$ cat src/hdl/edf_pkg.sv
package edf_pkg;

	localparam logic [7:0] QUANTUM_RESET = 8'd10;
	localparam logic [23:0] CLOCK_MAX = 24'hFFFFFF;

	typedef enum logic {
		OP_ADD  = 1'b0,
		OP_TICK = 1'b1
	} op_t;

	typedef enum logic [2:0] {
		KIND_ADDED    = 3'd0,
		KIND_REJECTED = 3'd1,
		KIND_MISSED   = 3'd2,
		KIND_SLICE    = 3'd3,
		KIND_IDLE     = 3'd4
	} kind_t;

	typedef enum logic [1:0] {
		ST_IDLE,
		ST_ADD,
		ST_TICK,
		ST_SLICE
	} state_t;

	typedef struct packed {
		op_t         opcode;
		logic [7:0]  task_id;
		logic [15:0] burst;
		logic [23:0] deadline;
	} in_item_t;

	typedef struct packed {
		kind_t       kind;
		logic [7:0]  task_id_res;
		logic [23:0] deadline_res;
		logic [7:0]  slice_time;
		logic [15:0] remaining;
		logic        finished;
		logic [23:0] now;
		logic        last;
	} out_item_t;

	typedef struct packed {
		logic [7:0]  id;
		logic [23:0] deadline;
		logic [15:0] remaining;
	} slot_t;

endpackage

$ cat src/hdl/edf_slot_mem.sv
module edf_slot_mem #(
	parameter int DEPTH = 16,
	localparam int AW = $clog2(DEPTH)
) (
	input  logic          clk,
	input  logic          rd_en,
	input  logic [AW-1:0] rd_addr,
	output edf_pkg::slot_t rd_data,
	input  logic          wr_en,
	input  logic [AW-1:0] wr_addr,
	input  edf_pkg::slot_t wr_data
);
	import edf_pkg::*;

	slot_t mem [DEPTH];

	always_ff @(posedge clk) begin
		if (wr_en) begin
			mem[wr_addr] <= wr_data;
		end
	end

	always_ff @(posedge clk) begin
		if (rd_en) begin
			rd_data <= mem[rd_addr];
		end
	end

endmodule

$ cat src/hdl/edf_seq.sv
module edf_seq #(
	parameter int TASK_SLOTS = 16,
	localparam int IDX_W = $clog2(TASK_SLOTS)
) (
	input  logic                clk,
	input  logic                arst_n,
	input  logic                in_valid,
	output logic                in_ready,
	input  edf_pkg::in_item_t   in_item,
	input  logic                out_free,
	output logic                res_valid,
	output edf_pkg::out_item_t  res_item,
	input  logic [7:0]          quantum_cfg,
	output logic                mem_rd_en,
	output logic [IDX_W-1:0]    mem_rd_addr,
	input  edf_pkg::slot_t      mem_rd_data,
	output logic                mem_wr_en,
	output logic [IDX_W-1:0]    mem_wr_addr,
	output edf_pkg::slot_t      mem_wr_data
);
	import edf_pkg::*;

	localparam int CNT_W = $clog2(TASK_SLOTS + 1);

	state_t               state_q, state_d;
	in_item_t             item_q;
	logic [CNT_W-1:0]     cnt_q;
	logic [TASK_SLOTS-1:0] valid_q;
	logic [23:0]          now_q;
	logic [7:0]           last_slice_q;
	logic                 eval_vld_s1;
	logic [IDX_W-1:0]     eval_idx_s1;
	logic                 best_found_q;
	logic [IDX_W-1:0]     best_idx_q;
	slot_t                best_q;

	logic [IDX_W-1:0]     cnt_idx;
	logic                 slot_free, add_last;
	logic                 issue, miss_s1, stall, take_best;
	logic [24:0]          now_sum;
	logic [23:0]          now_sat;
	logic [15:0]          quantum, slice, new_rem;
	logic                 fin;

	assign cnt_idx   = cnt_q[IDX_W-1:0];
	assign slot_free = !valid_q[cnt_idx];
	assign add_last  = (cnt_q == CNT_W'(TASK_SLOTS - 1));
	assign issue     = (cnt_q != CNT_W'(TASK_SLOTS));
	assign miss_s1   = eval_vld_s1 && valid_q[eval_idx_s1] && (now_q > mem_rd_data.deadline);
	assign stall     = miss_s1 && !out_free;
	assign take_best = eval_vld_s1 && valid_q[eval_idx_s1]
		&& (!best_found_q || (mem_rd_data.deadline < best_q.deadline));

	assign now_sum = {1'b0, now_q} + {17'd0, last_slice_q};
	assign now_sat = now_sum[24] ? CLOCK_MAX : now_sum[23:0];

	assign quantum = (quantum_cfg == 8'd0) ? 16'd1 : {8'd0, quantum_cfg};
	assign slice   = (best_q.remaining < quantum) ? best_q.remaining : quantum;
	assign new_rem = best_q.remaining - slice;
	assign fin     = (new_rem == 16'd0);

	always_comb begin
		state_d = state_q;
		unique case (state_q)
			ST_IDLE: begin
				if (in_valid) begin
					state_d = (in_item.opcode == OP_TICK) ? ST_TICK : ST_ADD;
				end
			end
			ST_ADD: begin
				if ((slot_free || add_last) && out_free) begin
					state_d = ST_IDLE;
				end
			end
			ST_TICK: begin
				if (!issue && !eval_vld_s1) begin
					state_d = ST_SLICE;
				end
			end
			ST_SLICE: begin
				if (out_free) begin
					state_d = ST_IDLE;
				end
			end
		endcase
	end

	always_comb begin
		in_ready    = 1'b0;
		res_valid   = 1'b0;
		res_item    = '0;
		res_item.now = now_q;
		mem_rd_en   = 1'b0;
		mem_rd_addr = cnt_idx;
		mem_wr_en   = 1'b0;
		mem_wr_addr = cnt_idx;
		mem_wr_data = '{id: item_q.task_id, deadline: item_q.deadline,
			remaining: item_q.burst};
		unique case (state_q)
			ST_IDLE: begin
				in_ready = 1'b1;
			end
			ST_ADD: begin
				if (slot_free || add_last) begin
					res_valid             = out_free;
					res_item.kind         = slot_free ? KIND_ADDED : KIND_REJECTED;
					res_item.task_id_res  = item_q.task_id;
					res_item.deadline_res = item_q.deadline;
					res_item.last         = 1'b1;
					mem_wr_en             = slot_free && out_free;
				end
			end
			ST_TICK: begin
				mem_rd_en = issue && !stall;
				if (miss_s1) begin
					res_valid             = out_free;
					res_item.kind         = KIND_MISSED;
					res_item.task_id_res  = mem_rd_data.id;
					res_item.deadline_res = mem_rd_data.deadline;
					res_item.remaining    = mem_rd_data.remaining;
				end
			end
			ST_SLICE: begin
				res_valid     = out_free;
				res_item.last = 1'b1;
				if (best_found_q) begin
					res_item.kind         = KIND_SLICE;
					res_item.task_id_res  = best_q.id;
					res_item.deadline_res = best_q.deadline;
					res_item.slice_time   = slice[7:0];
					res_item.remaining    = new_rem;
					res_item.finished     = fin;
					mem_wr_en             = out_free;
					mem_wr_addr           = best_idx_q;
					mem_wr_data           = '{id: best_q.id, deadline: best_q.deadline,
						remaining: new_rem};
				end else begin
					res_item.kind = KIND_IDLE;
				end
			end
		endcase
	end

	// writes only in ADD and SLICE, reads only in TICK: no overlap on an entry
	always_ff @(posedge clk or negedge arst_n) begin
		if (!arst_n) begin
			state_q      <= ST_IDLE;
			cnt_q        <= '0;
			valid_q      <= '0;
			now_q        <= '0;
			last_slice_q <= '0;
			eval_vld_s1  <= 1'b0;
			best_found_q <= 1'b0;
		end else begin
			state_q <= state_d;
			if (state_q == ST_IDLE && in_valid) begin
				cnt_q        <= '0;
				eval_vld_s1  <= 1'b0;
				best_found_q <= 1'b0;
				if (in_item.opcode == OP_TICK) begin
					now_q <= now_sat;
				end
			end
			if (state_q == ST_ADD) begin
				if (mem_wr_en) begin
					valid_q[cnt_idx] <= 1'b1;
				end else if (!slot_free && !add_last) begin
					cnt_q <= cnt_q + CNT_W'(1);
				end
			end
			if (state_q == ST_TICK && !stall) begin
				eval_vld_s1 <= issue;
				cnt_q       <= cnt_q + CNT_W'(issue);
				if (take_best) begin
					best_found_q <= 1'b1;
				end
			end
			if (state_q == ST_SLICE && out_free) begin
				last_slice_q <= best_found_q ? slice[7:0] : 8'd0;
				if (best_found_q && fin) begin
					valid_q[best_idx_q] <= 1'b0;
				end
			end
		end
	end

	always_ff @(posedge clk) begin
		if (state_q == ST_IDLE && in_valid) begin
			item_q <= in_item;
		end
		if (state_q == ST_TICK && !stall) begin
			eval_idx_s1 <= cnt_idx;
			if (take_best) begin
				best_idx_q <= eval_idx_s1;
				best_q     <= mem_rd_data;
			end
		end
	end

endmodule

$ cat src/hdl/edf_task_scheduler.sv
// Add: one valid bit examined per cycle, from slot 0 until a free slot or the last slot;
//   the next input is taken after the result is loaded into the output register.
// Tick: one slot read per cycle while no miss result waits on the output; the next input
//   is taken after the last result. Both stall while a result waits on the output.
// Reset clears valid bits, clock, last slice and output valid; quantum resets to 10.
// Slot memory is not cleared: entries are only read behind a set valid bit.
module edf_task_scheduler #(
	parameter int TASK_SLOTS = 16
) (
	input  logic               clk,
	input  logic               arst_n,
	input  logic               in_valid,
	output logic               in_ready,
	input  edf_pkg::in_item_t  in_item,
	output logic               out_valid,
	input  logic               out_ready,
	output edf_pkg::out_item_t out_item,
	input  logic               cfg_we,
	input  logic [7:0]         cfg_data
);
	import edf_pkg::*;

	localparam int IDX_W = $clog2(TASK_SLOTS);

	logic [7:0]       quantum_q;
	logic             out_free;
	logic             res_valid;
	out_item_t        res_item;
	logic             mem_rd_en, mem_wr_en;
	logic [IDX_W-1:0] mem_rd_addr, mem_wr_addr;
	slot_t            mem_rd_data, mem_wr_data;

	assign out_free = !out_valid || out_ready;

	always_ff @(posedge clk or negedge arst_n) begin
		if (!arst_n) begin
			quantum_q <= QUANTUM_RESET;
			out_valid <= 1'b0;
		end else begin
			if (cfg_we) begin
				quantum_q <= cfg_data;
			end
			if (res_valid) begin
				out_valid <= 1'b1;
			end else if (out_ready) begin
				out_valid <= 1'b0;
			end
		end
	end

	always_ff @(posedge clk) begin
		if (res_valid) begin
			out_item <= res_item;
		end
	end

	edf_seq #(.TASK_SLOTS(TASK_SLOTS)) u_seq (
		.clk         (clk),
		.arst_n      (arst_n),
		.in_valid    (in_valid),
		.in_ready    (in_ready),
		.in_item     (in_item),
		.out_free    (out_free),
		.res_valid   (res_valid),
		.res_item    (res_item),
		.quantum_cfg (quantum_q),
		.mem_rd_en   (mem_rd_en),
		.mem_rd_addr (mem_rd_addr),
		.mem_rd_data (mem_rd_data),
		.mem_wr_en   (mem_wr_en),
		.mem_wr_addr (mem_wr_addr),
		.mem_wr_data (mem_wr_data)
	);

	edf_slot_mem #(.DEPTH(TASK_SLOTS)) u_mem (
		.clk    (clk),
		.rd_en  (mem_rd_en),
		.rd_addr(mem_rd_addr),
		.rd_data(mem_rd_data),
		.wr_en  (mem_wr_en),
		.wr_addr(mem_wr_addr),
		.wr_data(mem_wr_data)
	);

`ifndef ASSERT_OFF
	a_no_overwrite: assert property (@(posedge clk) disable iff (!arst_n)
		res_valid |-> (!out_valid || out_ready))
		else $error("result loaded over a pending transfer");

	a_busy_after_accept: assert property (@(posedge clk) disable iff (!arst_n)
		(in_valid && in_ready) |=> !in_ready)
		else $error("ready held after an input transfer");

	a_miss_not_last: assert property (@(posedge clk) disable iff (!arst_n)
		(out_valid && out_item.kind == KIND_MISSED) |-> !out_item.last)
		else $error("miss result marked last");

	a_zero_slice_finishes: assert property (@(posedge clk) disable iff (!arst_n)
		(out_valid && out_item.kind == KIND_SLICE && out_item.slice_time == 8'd0)
		|-> out_item.finished)
		else $error("empty slice on an unfinished task");
`endif

endmodule
$ cat config.mk
export PLATFORM = sky130hd
export DESIGN_NAME = edf_task_scheduler
export DESIGN_NICKNAME = d
export VERILOG_FILES = /design/src/hdl/edf_pkg.sv /design/src/hdl/edf_slot_mem.sv /design/src/hdl/edf_seq.sv /design/src/hdl/edf_task_scheduler.sv
export SDC_FILE = /design/constraint.sdc
export NUM_CORES = 1
export LEC_CHECK = 0
export BUFFER_PORTS_ARGS = -buffer_cell sky130_fd_sc_hd__buf_2
export CAP_MARGIN = 20
export CORE_MARGIN = 4
export CORE_UTILIZATION = 60
export CTS_CLUSTER_SIZE = 20
export DETAILED_ROUTE_END_ITERATION = 8
export PLACE_DENSITY = 0.74
export SYNTH_ARGS = -nofsm -noshare
export SYNTH_HDL_FRONTEND = slang
export SYNTH_SLANG_ARGS = --single-unit
$ cat constraint.sdc
create_clock -name clk -period 9.12 [get_ports clk]
set_input_delay 1.824 -clock clk [delete_from_list [all_inputs] [get_ports clk]]
set_output_delay 1.824 -clock clk [all_outputs]
set_load 0.02 [all_outputs]
# After elaboration in Yosys (flattened, before gate mapping)

Memories as Yosys holds them, arrays and structs flattened. A register that Yosys moved wholly into a read port is not among the register bits.
Cells that the tools add are included.

Bits in registers: 255
Latch bits: 0
RAM bits: 768
ROM bits: 0
Input bits: 62
Output and inout bits: 87
Word-level logic and storage cells: 143
Memories: 1

Add/sub/neg operators: 4
$mul: 0
Divide/modulo/power cells: 0
Order comparisons: 8
Eq/ne operators: 9
Shift-type cells: 0
Multiplexer cells: 58
Bitwise operators: 3
Reduce and logical (&&, ||, !) cells: 35

Memories:

| name      | words | width | read ports | clocked after Yosys merged registers in | write ports | line               | source |
|---|---|---|---|---|---|---|---|
| u_mem.mem | 16    | 48    | 1          | 1                                       | 1           | edf_slot_mem.sv:15 | `slot_t mem [DEPTH];` |

Operator list:

| cell               | count |
|---|---|
| $pmux 35 s3        | 1 |
| $mux 16            | 6 |
| $mux 48            | 2 |
| $mux 57            | 1 |
| $mux 35            | 1 |
| $mux 34            | 1 |
| $pmux 16 s2        | 1 |
| $add 24x8->25      | 1 |
| $mux 5             | 5 |
| $gt 24x24->1       | 1 |
| $lt 24x24->1       | 1 |
| $mux 24            | 1 |
| $mux 1             | 21 |
| $and 16x16->16     | 1 |
| $logic_not 16->1   | 1 |
| $lt 16x16->1       | 1 |
| $mux 8             | 2 |
| $not 16->16        | 1 |
| $or 16x16->16      | 1 |
| $sub 16x16->16     | 1 |
| $logic_and 1x1->1  | 15 |
| $lt 4x5->1 const B | 3 |
| $mux 2             | 5 |
| $bmux 1 s4         | 2 |
| 22 further kinds   | 41 |

# Depth between registers and ports, before layout

Depth after elaboration: 11
Mapped depth: 24
Gate-level depth less buffers: 21

# Cells and area by module

Synthesis repeated with hierarchy kept, for this count alone.

Cell total of the unflattened synthesis: 2,443
Area, all modules: 43,605.6 um^2

Modules (own cells, without submodules):

| module             | times used | cells each | area an instance (um^2) | seq. area each (um^2) |
|---|---|---|---|---|
| edf_slot_mem       | 1          | 1,242      | 30,175.2                | 24,503.5 |
| edf_seq            | 1          | 1,096      | 10,506.3                | 4,549.4 |
| edf_task_scheduler | 1          | 105        | 2,924.1                 | 2,780.2 |

# Least setup slack after synthesis

No wires, ideal clock.

Path kind: in2reg
Start: input port out_ready
End: register out_item[0] (netlist bit), enable pin
Setup time: 633 ps
Arrival time: 7,683 ps
Required time: 8,487 ps
Slack: 803 ps
Stages on the path: 2
Buffers on the path: 0
Cell sequence: nor2b_1 > nor3_1

Cells in the longest elaborated chain, start to end: 3

Ends and longest elaborated chain:

| element                   | line                           | source |
|---|---|---|
| start: declaration        | edf_task_scheduler.sv:16       | `input logic out_ready,` |
| $logic_or 1x1->1 (*)      | edf_task_scheduler.sv:33       | `assign out_free = !out_valid \|\| out_ready;` |
| $mux 1 (on tied branches) | edf_seq.sv:115, edf_seq.sv:104 |  |
| $pmux 1 s3 (*)            | edf_seq.sv:99                  | `unique case (state_q)` |
| net res_valid             | edf_task_scheduler.sv:27       | `logic res_valid;` |
| end signal: assignment    | edf_task_scheduler.sv:53       | `out_item <= res_item;` |
| end: declaration          | edf_task_scheduler.sv:17       | `output edf_pkg::out_item_t out_item,` |

Mark *: on every way through the listed nets, which the timed path passes. The rest lies on a longest branch.
A chain may end at the register's enable or synchronous reset.

# Final worst setup path

Start: register quantum_q[6]
End: register u_seq.valid_q[15]

Cells in the longest elaborated chain, start to end: 9

Ends and longest elaborated chain:

| element                        | line                     | source |
|---|---|---|
| start: declaration             | edf_task_scheduler.sv:25 | `logic [7:0] quantum_q;` |
| start signal: assignment       | edf_task_scheduler.sv:41 | `quantum_q <= cfg_data;` |
| $logic_not 8->1                | edf_seq.sv:57            | `assign quantum = (quantum_cfg == 8'd0) ? 16'd1 : {8'd0, quantum_cfg};` |
| $mux 8 (*)                     | edf_seq.sv:57            |  |
| $lt 16x16->1                   | edf_seq.sv:58            | `assign slice = (best_q.remaining < quantum) ? best_q.remaining : quantum;` |
| $mux 16 (*)                    | edf_seq.sv:58            |  |
| $sub 16x16->16 (*)             | edf_seq.sv:59            | `assign new_rem = best_q.remaining - slice;` |
| $logic_not 16->1 (*)           | edf_seq.sv:60            | `assign fin = (new_rem == 16'd0);` |
| $logic_and 1x1->1 (*)          | edf_seq.sv:180           | `if (best_found_q && fin) begin` |
| $mux 16 (*)                    | edf_seq.sv:180           |  |
| $mux 16 (*)                    | edf_seq.sv:178           | `if (state_q == ST_SLICE && out_free) begin` |
| end signal: assignment         | edf_seq.sv:149           | `valid_q <= '0;` |
| end signal: indexed assignment | edf_seq.sv:166           | `valid_q[cnt_idx] <= 1'b1;` |
| end signal: indexed assignment | edf_seq.sv:181           | `valid_q[best_idx_q] <= 1'b0;` |
| end: declaration               | edf_seq.sv:28            | `logic [TASK_SLOTS-1:0] valid_q;` |

Every way passes the cells marked *; elsewhere a longest branch is shown, timed or not.

==> results.yml <==
power_and_ir_drop:
  p_per_area_nw_per_um2: 311
  leakagePower_nw: 16.8
  p_switching_mw: 4.63
  p_int_mw: 10.5
  ir_worst_vdd_mv: 0.266
  power_frac_clock: 0.284
  combPwrFrac: 0.256
  power_frac_seq: 0.460
  switching_share: 0.305
logic_synthesis:
  synth-seq-cells: 1071
  ys_types: 68
  yosysWarnings: 0
  netlist_area_um2: 43100
  synthArstFlopShare: 0.0616
  synthXorXnorAreaFrac: 0.00447
  synth-edff-count: 1005
  syn_nets: 2405
  synthMuxAreaShare: 0.134
  synth_adder_area_share: 0.0241
  ys_seq_area_frac: 0.738
  synth-compound-area-share: 0.0432
  synthFlopType: "edfxtp_1"
  synth_simple_gate_area_frac: 0.0391
  postSynthAreaPerCell_um2: 19.1
  synthCells: 2261
  synth_top_family_by_area: "multiplexers"
worst_setup_path:
  arrival_ns: 6.42
  required_ns: 9.63
  critPathCapture: "u_seq.valid_q[15]"
  r2r_slack_ns: 3.22
  crit_type: "flip-flop to flip-flop"
  r2r_cells: 17
  critPathMaxFanout: 16
  r2r_end: "u_seq.valid_q[15]"
  worstSetupEndpointType: "flip-flop"
  cp-start-kind: "flip-flop"
  cp-startpoint: "quantum_q[6]"
  r2r_start: "quantum_q[6]"
worst_hold_path:
  min_path_type: "flip-flop to flip-flop"
die:
  fp.dieH_um: 276
  io_pins: 149
  die_area_um2: 76200
  rows: 98
  core_area_um2: 71400
  die_x_um: 276
  initial_utilization: 0.604
sta:
  tns_ns: 0
  finalHoldViolCount: 0
  fin_crit_ns: 5.90
  relSlewSlack: 0.227
  tightest_slew_ns: 1.16
  period_share: 0.647
  fmax_mhz: 169
  rsz0062_at_grt: "no"
  timing.final.setup_violations: 0
  fin_ws_ns: 3.22
  slew_viol_final: 0
  clock-skew-final_ns: 0.0260
final_layout:
  final_cell_mix: "edfxtp_1, mux4_2, buf_2"
  layout_commonest_cell: "edfxtp_1"
  drive_above_1_share: 0.261
  area_delta_synth_final_pct: 13.1
  insertedDiodeCount: 0
  fill_cells: 4463
  stdcell_count: 3509
  nNetsFinal: 2618
  finish.utilization: 0.683
detailed_routing:
  drc_errors: 0
  drt_iter0_drc: 2952
  first_pass_iters: 9
  ant_nets: 0
  finalWirelength_um: 104000
  routedWlPerCell_um: 29.7
  vias: 23000
  viasPerCell: 6.56
clock_network:
  postCtsSetupBuffers: 0
  insertion_delay_ns: 0.69
  cts_buffer_depth: 3
  cts-root-buf: "clkbuf_16"
  cts_buffers: 105
  cts_tree: "done"
  ctsHoldBuffers: 0
  htree_num_levels: 3
  path_clk_slew_ns: 0.06
  cts_sinks: 1071
  post_cts_resized: 0
placement:
  place_congestion: 0.853
  placed_cells: 3317
  pre_cts_slack_ns: 3.24
  io_buffers: 148
  hpwl_um: 57100
global_routing:
  grt_max_degree: 162
  grt_pass1_vias: 23500
  grt-ovfl-total: 0
  grt_use_total: 0.274
  grt_pass1_wl_um: 155000
  antenna_found_initial: 0
flow_run:
  maxCapViolCount: 0
run_status:
  outcome: "finished, final reports clean"
[critical path, cell delays in order (launching register included)]
cell      delay (ns)
dfrtp_1         0.44
inv_1           0.14
ha_1            0.35
a21oi_1         0.14
a21boi_0        0.14
nor4_1          0.33
nand2_1         0.37
mux2i_1         0.46
ha_1            0.30
nor2b_1         0.14
o31a_1          0.28
o41ai_2         0.38
nand3_1         0.17
a41oi_1         0.56
nand2_1         0.14
xor2_1          0.44
and3_1          0.78
a31oi_1         0.18
[kinds of logic (layout without fill, tap and decap cells)]
family          Yosys count  after routing
compound gates          268            268
fa+ha+maj                82             82
simple gates            369            369
xor+xnor                 22             22
buf+inv                 185            483
mux                     264            264
flops                  1071           1071
[cell type report]
class | instances | area [um2] | area share
Sequential cell | 1071 | 31800 | 0.653
Multi-Input combinational cell | 1005 | 10700 | 0.220
Clock buffer | 125 | 2720 | 0.0559
Timing Repair Buffer | 210 | 1230 | 0.0253
Tap cell | 950 | 1190 | 0.0244
Clock inverter | 67 | 732 | 0.0150
Inverter | 81 | 304 | 0.00624
[worst min path at each step]
| stage | from | endpoint | slack (ns) | cells after the start |
|---|---|---|---|---|
| 3_3_place_gp | u_mem.rd_data[45] | u_seq.best_q[45] | 0.43 | 0 |
| 5_1_grt | u_mem.rd_data[44] | u_seq.best_q[44] | 0.47 | 0 |
| 2_1_floorplan | u_seq.cnt_q[2] | u_seq.eval_idx_s1[2] | 0.42 | 0 |
| 6_report | u_mem.rd_data[44] | u_seq.best_q[44] | 0.45 | 0 |
| 3_5_place_dp | u_mem.rd_data[44] | u_seq.best_q[44] | 0.44 | 0 |
| 4_1_cts | u_mem.rd_data[44] | u_seq.best_q[44] | 0.45 | 0 |
[synth_stat cells, drive strengths merged, types with 5 or more instances]
cell | count | area (um2)
mux4 | 250 | 5630
nand2b | 14 | 87.6
nand4 | 17 | 106
a21oi | 44 | 224
and3 | 14 | 87.6
o21ai | 84 | 432
nand2 | 136 | 510
buf | 31 | 149
xor2 | 6 | 52.6
nor2 | 105 | 394
dfrtp | 64 | 1600
inv | 81 | 304
mux2i | 7 | 70.1
nor4 | 6 | 43.8
a222oi | 32 | 320
nor3 | 17 | 90.1
a31oi | 25 | 219
a21o | 38 | 285
edfxtp | 1005 | 30200
nand3 | 23 | 115
and2 | 6 | 37.5
a211o | 6 | 52.6
nor2b | 12 | 75.1
ha | 80 | 1000
o21a | 5 | 37.5
or2 | 5 | 31.3
clkbuf | 73 | 274
or3 | 6 | 37.5
xnor2 | 16 | 140
mux2 | 7 | 78.8
[registers in the layout (all words and copies together) (netlist names), 2 cells and up]
signal and cells:
u_seq.valid_q 16, u_seq.eval_idx_s1 4, u_seq.state_q 2, u_mem.mem 768, u_seq.cnt_q 5, u_seq.now_q 24, u_seq.best_idx_q 4, u_seq.item_q 48
u_seq.best_q 48, u_seq.last_slice_q 8, u_mem.rd_data 48, quantum_q 8, out_item 85
[layer usage]
metal / part of all wire / global-route usage / vias to the layer above
li1: - / - / 9575
met5: 0.0013 / 0.0131 / -
met2: 0.49 / 0.437 / 1339
met4: 0.026 / 0.0818 / 2
met3: 0.11 / 0.0645 / 166
met1: 0.38 / 0.387 / 11900
[power by group through the flow]
stage	sequential, mW	combinational, mW	clock (mW)
after floorplan	7.07	2.50	0
after global placement	7.03	3.78	0
after detailed placement	7.05	3.86	0
after CTS	6.96	3.90	4.37
after global routing	7.03	4.17	4.59
final	6.96	3.88	4.31
[stage by stage]
step           hold slack (ns)  cell area [um2]  total power, mW
6_report                 0.449            48800             15.2
5_1_grt                  0.467            48800             15.8
4_1_cts                  0.452            48800             15.2
3_5_place_dp             0.437            45300             10.9
3_3_place_gp             0.434            45300             10.8
2_1_floorplan            0.423            43100             9.56
No activity file was read; power rests on OpenSTA's default activity.
